`src/design/cordic_sine_cosine_assert.svh`:
```
// Assertion macros used by the CORDIC micro-rotation stage design file.
`ifndef CORDIC_SINE_COSINE_ASSERT_SVH
`define CORDIC_SINE_COSINE_ASSERT_SVH

// Same-cycle implication, checked outside reset
`define CSC_ASSERT_NOW(label, ante, cons, msg) \
	label: assert property (@(posedge clk) disable iff (!arst_n) (ante) |-> (cons)) \
		else $error(msg);

// Next-cycle implication, checked outside reset
`define CSC_ASSERT_NEXT(label, ante, cons, msg) \
	label: assert property (@(posedge clk) disable iff (!arst_n) (ante) |=> (cons)) \
		else $error(msg);

`endif

```
`src/design/csc_pkg.sv`:
```
// Shared widths, constants and types of the CORDIC sine and cosine pipeline.
`timescale 1ns / 1ps

package csc_pkg;

	// Field and datapath widths
	localparam int ANGLE_W  = 18;
	localparam int WORD_W   = 16;
	localparam int WRAP_W   = ANGLE_W + 1;
	localparam int MAX_ITER = 16;
	localparam int STEP_W   = $clog2(MAX_ITER);

	// Angle constants at 14 fraction bits
	localparam logic signed [WRAP_W-1:0] ANG_PI      = 19'sd51471;
	localparam logic signed [WRAP_W-1:0] ANG_TWO_PI  = 19'sd102943;
	localparam logic signed [WRAP_W-1:0] ANG_HALF_PI = 19'sd25735;
	localparam logic signed [WORD_W-1:0] INV_GAIN    = 16'sd9949;

	// Arctangent of 2^-k at 14 fraction bits
	localparam logic signed [WORD_W-1:0] ATAN_TAB [MAX_ITER] = '{
		16'sh3243, 16'sh1DAC, 16'sh0FAD, 16'sh07F5,
		16'sh03FE, 16'sh01FF, 16'sh00FF, 16'sh007F,
		16'sh003F, 16'sh001F, 16'sh000F, 16'sh0007,
		16'sh0003, 16'sh0001, 16'sh0000, 16'sh0000
	};

	// Vector and residual angle carried down the pipeline
	typedef struct packed {
		logic signed [WORD_W-1:0] x;
		logic signed [WORD_W-1:0] y;
		logic signed [WORD_W-1:0] z;
	} csc_vec_t;

endpackage

```
`src/design/csc_angle_if.sv`:
```
// Input channel carrying one angle item.
`timescale 1ns / 1ps

interface csc_angle_if;
	import csc_pkg::*;

	logic                      valid;
	logic                      ready;
	logic signed [ANGLE_W-1:0] angle;

	modport source (output valid, output angle, input ready);
	modport sink   (input valid, input angle, output ready);
endinterface

```
`src/design/csc_result_if.sv`:
```
// Output channel carrying one sine and cosine item.
`timescale 1ns / 1ps

interface csc_result_if;
	import csc_pkg::*;

	logic                     valid;
	logic                     ready;
	logic signed [WORD_W-1:0] sine;
	logic signed [WORD_W-1:0] cosine;

	modport source (output valid, output sine, output cosine, input ready);
	modport sink   (input valid, input sine, input cosine, output ready);
endinterface

```
`src/design/csc_stage.sv`:
```
// One CORDIC micro-rotation followed by its pipeline register.
`timescale 1ns / 1ps
`include "cordic_sine_cosine_assert.svh"

module csc_stage #(
	parameter int STEP = 0
) (
	input  logic               clk,
	input  logic               arst_n,
	input  logic               in_valid,
	output logic               in_ready,
	input  csc_pkg::csc_vec_t  in_vec,
	output logic               out_valid,
	input  logic               out_ready,
	output csc_pkg::csc_vec_t  out_vec
);
	import csc_pkg::*;

	localparam logic [STEP_W-1:0] STEP_IDX = STEP_W'(STEP);

	logic                     valid_s1;
	csc_vec_t                 vec_s1;
	csc_vec_t                 rot;
	logic signed [WORD_W-1:0] xs;
	logic signed [WORD_W-1:0] ys;

	// Rotate towards zero residual angle
	always_comb begin
		xs = in_vec.x >>> STEP;
		ys = in_vec.y >>> STEP;
		if (!in_vec.z[WORD_W-1]) begin
			rot.x = in_vec.x - ys;
			rot.y = in_vec.y + xs;
			rot.z = in_vec.z - ATAN_TAB[STEP_IDX];
		end else begin
			rot.x = in_vec.x + ys;
			rot.y = in_vec.y - xs;
			rot.z = in_vec.z + ATAN_TAB[STEP_IDX];
		end
	end

	// Take a new item when empty or when the held one leaves
	assign in_ready = !valid_s1 || out_ready;

	always_ff @(posedge clk or negedge arst_n) begin
		if (!arst_n) begin
			valid_s1 <= 1'b0;
		end else if (in_ready) begin
			valid_s1 <= in_valid;
		end
	end

	always_ff @(posedge clk) begin
		if (in_ready && in_valid) begin
			vec_s1 <= rot;
		end
	end

	assign out_valid = valid_s1;
	assign out_vec   = vec_s1;

	`CSC_ASSERT_NEXT(a_hold_on_stall, valid_s1 && !out_ready,
		valid_s1 && $stable(vec_s1), "stalled item changed or was lost")
	`CSC_ASSERT_NOW(a_ready_when_empty, !valid_s1, in_ready,
		"empty stage refused an item")
	`CSC_ASSERT_NEXT(a_take_item, in_valid && in_ready, valid_s1,
		"accepted item did not reach the stage register")
endmodule

```
`src/design/cordic_sine_cosine.sv`:
```
// Top level of the pipelined CORDIC sine and cosine generator.
// Takes one signed angle in radians (14 fraction bits) per cycle and returns
// its sine and cosine (16 bits signed, 14 fraction bits). One register stage
// reduces the angle into minus half pi to half pi, then ITERATIONS stages
// each perform one micro-rotation and register it; throughput is one item
// per cycle when the result side is ready. A stall on the result side holds
// every full stage; empty stages still fill behind it.
`timescale 1ns / 1ps

module cordic_sine_cosine #(
	parameter int ITERATIONS = 16
) (
	input  logic          clk,
	input  logic          arst_n,
	csc_angle_if.sink     angles,
	csc_result_if.source  results
);
	import csc_pkg::*;

	logic                     link_valid [ITERATIONS+1];
	logic                     link_ready [ITERATIONS+1];
	csc_vec_t                 link_vec   [ITERATIONS+1];

	logic signed [WRAP_W-1:0] ang_ext;
	logic signed [WRAP_W-1:0] ang_wrap;
	logic signed [WRAP_W-1:0] ang_fold;
	logic                     flip;
	csc_vec_t                 start;
	logic                     valid_s1;
	csc_vec_t                 vec_s1;

	// Wrap once into minus pi to pi, then fold beyond half pi
	always_comb begin
		ang_ext = WRAP_W'(angles.angle);
		if (ang_ext > ANG_PI) begin
			ang_wrap = ang_ext - ANG_TWO_PI;
		end else if (ang_ext < -ANG_PI) begin
			ang_wrap = ang_ext + ANG_TWO_PI;
		end else begin
			ang_wrap = ang_ext;
		end
		flip = 1'b1;
		if (ang_wrap > ANG_HALF_PI) begin
			ang_fold = ang_wrap - ANG_PI;
		end else if (ang_wrap < -ANG_HALF_PI) begin
			ang_fold = ang_wrap + ANG_PI;
		end else begin
			ang_fold = ang_wrap;
			flip     = 1'b0;
		end
		start.x = flip ? -INV_GAIN : INV_GAIN;
		start.y = '0;
		start.z = ang_fold[WORD_W-1:0];
	end

	// Range reduction register
	assign angles.ready = !valid_s1 || link_ready[0];

	always_ff @(posedge clk or negedge arst_n) begin
		if (!arst_n) begin
			valid_s1 <= 1'b0;
		end else if (angles.ready) begin
			valid_s1 <= angles.valid;
		end
	end

	always_ff @(posedge clk) begin
		if (angles.ready && angles.valid) begin
			vec_s1 <= start;
		end
	end

	assign link_valid[0] = valid_s1;
	assign link_vec[0]   = vec_s1;

	// Chain of micro-rotation stages
	for (genvar k = 0; k < ITERATIONS; k++) begin : g_rot
		csc_stage #(
			.STEP (k)
		) u_stage (
			.clk       (clk),
			.arst_n    (arst_n),
			.in_valid  (link_valid[k]),
			.in_ready  (link_ready[k]),
			.in_vec    (link_vec[k]),
			.out_valid (link_valid[k+1]),
			.out_ready (link_ready[k+1]),
			.out_vec   (link_vec[k+1])
		);
	end

	// Last stage register drives the result channel
	assign link_ready[ITERATIONS] = results.ready;
	assign results.valid  = link_valid[ITERATIONS];
	assign results.sine   = link_vec[ITERATIONS].y;
	assign results.cosine = link_vec[ITERATIONS].x;
endmodule
```
`src/flat_wrapper.sv`:
```
// flat-port wrapper written by rule: the top's interface ports become plain ports
module cordic_sine_cosine_flat import csc_pkg::*;
#(
	parameter int ITERATIONS = 16
)
  (clk, arst_n, angles_valid, angles_angle, angles_ready, results_valid, results_sine, results_cosine, results_ready);
  csc_angle_if angles_i ();
  csc_result_if results_i ();
  input  logic clk;
  input  logic arst_n;
  input wire logic [$bits(angles_i.valid)-1:0] angles_valid;
  input wire logic [$bits(angles_i.angle)-1:0] angles_angle;
  output wire logic [$bits(angles_i.ready)-1:0] angles_ready;
  output wire logic [$bits(results_i.valid)-1:0] results_valid;
  output wire logic [$bits(results_i.sine)-1:0] results_sine;
  output wire logic [$bits(results_i.cosine)-1:0] results_cosine;
  input wire logic [$bits(results_i.ready)-1:0] results_ready;
  assign angles_i.valid = angles_valid;
  assign angles_i.angle = angles_angle;
  assign angles_ready = angles_i.ready;
  assign results_valid = results_i.valid;
  assign results_sine = results_i.sine;
  assign results_cosine = results_i.cosine;
  assign results_i.ready = results_ready;
  cordic_sine_cosine #(.ITERATIONS(ITERATIONS)) u_core (.clk(clk), .arst_n(arst_n), .angles(angles_i), .results(results_i));
endmodule
```
`config.mk`:
```
export PLATFORM = sky130hd
export DESIGN_NAME = cordic_sine_cosine_flat
export DESIGN_NICKNAME = d
export VERILOG_FILES = /design/src/design/csc_pkg.sv /design/src/design/csc_angle_if.sv /design/src/design/csc_result_if.sv /design/src/design/csc_stage.sv /design/src/design/cordic_sine_cosine.sv /design/src/flat_wrapper.sv
export VERILOG_INCLUDE_DIRS = /design/src /design/src/design
export SDC_FILE = /design/constraint.sdc
export NUM_CORES = 2
export LEC_CHECK = 0
export BUFFER_PORTS_ARGS = -buffer_cell sky130_fd_sc_hd__buf_4
export CAP_MARGIN = 20
export CORE_MARGIN = 2
export CORE_UTILIZATION = 40
export CTS_CLUSTER_SIZE = 24
export DETAILED_ROUTE_END_ITERATION = 12
export SYNTH_ARGS = -nofsm -noshare
export SYNTH_HDL_FRONTEND = slang
export SYNTH_SLANG_ARGS = --single-unit
```
`constraint.sdc`:
```
create_clock -name clk -period 7 [get_ports clk]
set_input_delay 1.05 -clock clk [delete_from_list [all_inputs] [get_ports clk]]
set_output_delay 1.05 -clock clk [all_outputs]
set_load 0.1 [all_outputs]
```
==> impl_metrics.py <==
metrics = {
    "critical_path": {
        "ff2ff_setup_slack_ns": 2.54,
        "slowest_delay_ns": 0.52,
        "cp_data_arrival_time_ns": 3.51,
        "timing.rr.start": "u_core.g_rot[12].u_stage.out_vec[15]$_DFFE_PP_",
        "critPathLaunchType": "primary input",
        "crit_chain": "buf_4 -> nor2b_1 -> nand3_1 -> nor2_1 -> nand2_1 -> nor3_1 -> buf_4 -> nand3_1 -> nor2_1 -> nand3_1 -> buf_4",
        "cp-end-kind": "output port",
        "required_ns": 5.95,
        "cp.buffers_inverters": 3,
        "reg2regPathDepth": 14,
        "critPathSlowestCell": "nor2_1",
        "critPathTopFamily": "simple AND/OR/NAND/NOR gates",
        "critPathKind": "in2out",
        "path_max_fanout": 6,
        "rr_endpoint": "u_core.g_rot[13].u_stage.out_vec[47]$_DFFE_PP_",
    },
    "sta": {
        "min_period_ns": 4.56,
        "setup_tns_ns": 0,
        "skew_ns": 0.0229,
        "setup_viol": 0,
        "final_hold_viol_count": 0,
        "slew_headroom": 0.329,
        "fmax_ghz": 0.219,
        "tightest_slew_ns": 1.01,
        "period_share": 0.651,
        "grt_setup_unrepaired": "no",
        "maxSlewViolCount": 0,
    },
    "route": {
        "drc": 0,
        "vias_per_cell": 5.18,
        "routedWlPerCell_um": 15.4,
        "finalWirelength_um": 112000,
        "drtIter0Drc": 1522,
        "firstDrtPassIters": 7,
        "ant_nets": 0,
        "num_vias": 37900,
    },
    "finish": {
        "area_growth_pct": 10.1,
        "nNetsFinal": 6212,
        "nFillCells": 12700,
        "num_antenna_cells": 0,
        "drive_above_1_share": 0.0539,
    },
    "yosys": {
        "syn_avg_cell_area_um2": 10.2,
        "synth_area_um2": 54400,
        "ys.flop_type": "edfxtp_1",
        "yosysTopAreaCellShare": 0.393,
        "ys_ff_latch": 729,
        "syn_inst": 5354,
        "ys_types": 91,
        "yosysTopAreaCell": "edfxtp_1",
        "yosysWarnings": 0,
        "synth-seq-area-share": 0.401,
        "syn_nets": 6110,
        "async_reset_ff_frac": 0.0233,
        "synth-edff-count": 712,
        "synth.area.top_cells": "edfxtp_1 (39%), ha_1 (16%), xnor2_1 (8.7%)",
    },
    "global_routing": {
        "grt_max_degree": 49,
        "grt_pass1_vias": 38300,
        "grt_use_total": 0.160,
        "antenna_found_initial": 0,
        "grt_pass1_wl_um": 185000,
        "overflow": 0,
    },
    "worst_hold_path": {
        "hold_class": "in2async",
    },
    "clock_tree": {
        "cts_sinks": 729,
        "cts.hold.buffers_added": 0,
        "clock_path_buffers": 3,
        "htreeDepth": 3,
        "cts_resized": 0,
        "cts_buffers": 88,
        "clk_pin_slew_worst_paths_ns": 0.06,
        "post-cts-setup-buffers": 0,
        "cts_tree": "yes",
        "cts_root_buf": "clkbuf_16",
        "insertion_delay_ns": 0.70,
    },
    "place": {
        "dp.final_hpwl_um": 88400,
        "gp_congestion": 0.874,
        "port_buffers": 55,
    },
    "floorplanning": {
        "rows": 135,
        "core_um2": 135000,
        "ios": 56,
        "initial_core_util": 0.402,
        "die_w_um": 373,
        "die_area_um2": 139000,
        "die_height_um": 373,
    },
    "job": {
        "maxCapViolCount": 0,
    },
    "status": {
        "status": "finished, final reports clean",
    },
}
-- layer usage --
layer  track usage  routed length [um]  part of all wire  vias up
met5             0                   0                 0        -
met3        0.0218                2870             0.026      230
met2         0.315               60200              0.54      485
li1              -                   -                 -    19500
met1         0.168               44900              0.40    17600
met4        0.0680                4500             0.040        0
-- area by class of cell --
class / count / area (um^2) / area share
clock buffer: 103 / 2260 / 0.0377
timing repair buffer: 84 / 656 / 0.0110
sequential: 729 / 21800 / 0.364
clock inverter: 59 / 568 / 0.00949
tap: 1781 / 2230 / 0.0372
inverter: 506 / 1900 / 0.0317
multi-input combinational: 4047 / 30400 / 0.509
-- state kept, by name, indices dropped and copies added, names as in the netlist --
register                        flops
u_core.link_vec                    18
u_core.valid_s1                     1
u_core.g_rot.u_stage.out_valid     16
u_core.g_rot.u_stage.out_vec      694
-- worst max path at each step --
stage	startpoint	cells past startpoint	endpoint
floorplan	results_ready	6	u_core.g_rot[5].u_stage.out_vec[0]$_DFFE_PP_
global placement	angles_angle[0]	14	u_core.link_vec[775]$_DFFE_PP_
detailed placement	angles_angle[0]	14	u_core.link_vec[775]$_DFFE_PP_
CTS	results_ready	11	angles_ready
global route	u_core.g_rot[7].u_stage.out_vec[40]$_DFFE_PP_	15	u_core.g_rot[8].u_stage.out_vec[31]$_DFFE_PP_
finish	results_ready	11	angles_ready
-- synthesized netlist by cell type (10+ instances only) --
master and n:
a2111o_1 17, a2111oi_0 13, a211oi_1 11, a21boi_0 76
a21o_1 90, a21oi_1 464, a31o_2 17, a31oi_1 28
and2_1 16, and3_1 12, clkbuf_1 58, dfrtp_1 17
edfxtp_1 712, fa_1 44, ha_1 690, inv_1 505
mux2_2 23, mux2i_1 41, nand2_1 258, nand2b_1 39
nand3_1 91, nand3b_1 10, nand4_1 14, nor2_1 497
nor2b_1 84, nor3_1 137, nor4_1 25, o2111ai_1 32
o21a_1 24, o21ai_0 249, o21bai_1 117, o31a_1 15
o31ai_1 18, o41ai_1 38, or2_2 15, or3_1 30
or4_1 14, xnor2_1 540, xor2_1 149
-- cells by family after synthesis --
group	count (synthesis)	synth area share
buffers and inverters	578	0.0405
multiplexers	65	0.0127
XOR/XNOR	693	0.112
AO/OA/AOI/OAI	1293	0.152
adder cells (fa/ha/maj)	734	0.175
AND/OR/NAND/NOR	1262	0.107
flip-flops	729	0.401
-- stage by stage --
stage / cells / instance area (um^2) / hold WS, ns / worst slack [ns] / utilization
after global placement: 7145 / 57000 / 0.404 / 1.82 / 0.422
after floorplan: 5354 / 54400 / 0.400 / 1.45 / -
after CTS: 7307 / 59800 / 0.190 / 2.42 / 0.443
after detailed placement: 7145 / 57000 / 0.408 / 1.84 / 0.422
final: 7309 / 59800 / 0.252 / 2.44 / 0.443
after global routing: 7309 / 59800 / 0.224 / 2.18 / 0.443
-- worst register-to-register path: stages (launching register included) --
cell       delay, ns
edfxtp_1        0.55
inv_1           0.52
nor2_1          0.12
a21oi_1         0.36
ha_1            0.35
inv_1           0.07
o21bai_1        0.07
a21oi_1         0.22
nor2b_1         0.07
o21a_1          0.18
o31a_1          0.26
o41ai_1         0.67
o2111ai_1       0.30
a21oi_1         0.22
xnor3_1         0.25
-- layout by cell type (no fill, tap or decap), types with 32 or more instances in the layout --
master	instances
nor2_1	497
xnor2_1	540
ha_1	690
o21ai_0	249
a21oi_1	464
o41ai_1	38
o2111ai_1	32
clkbuf_16	88
edfxtp_1	712
buf_4	82
nor2b_1	80
nand2_1	258
o21bai_1	117
fa_1	44
a21o_1	90
inv_1	505
xor2_1	149
nand3_1	91
mux2i_1	41
nand2b_1	39
a21boi_0	75
nor3_1	137
Power is not shown: default switching activity piles up to over one toggle a cycle in this logic, so the estimate is an artifact.
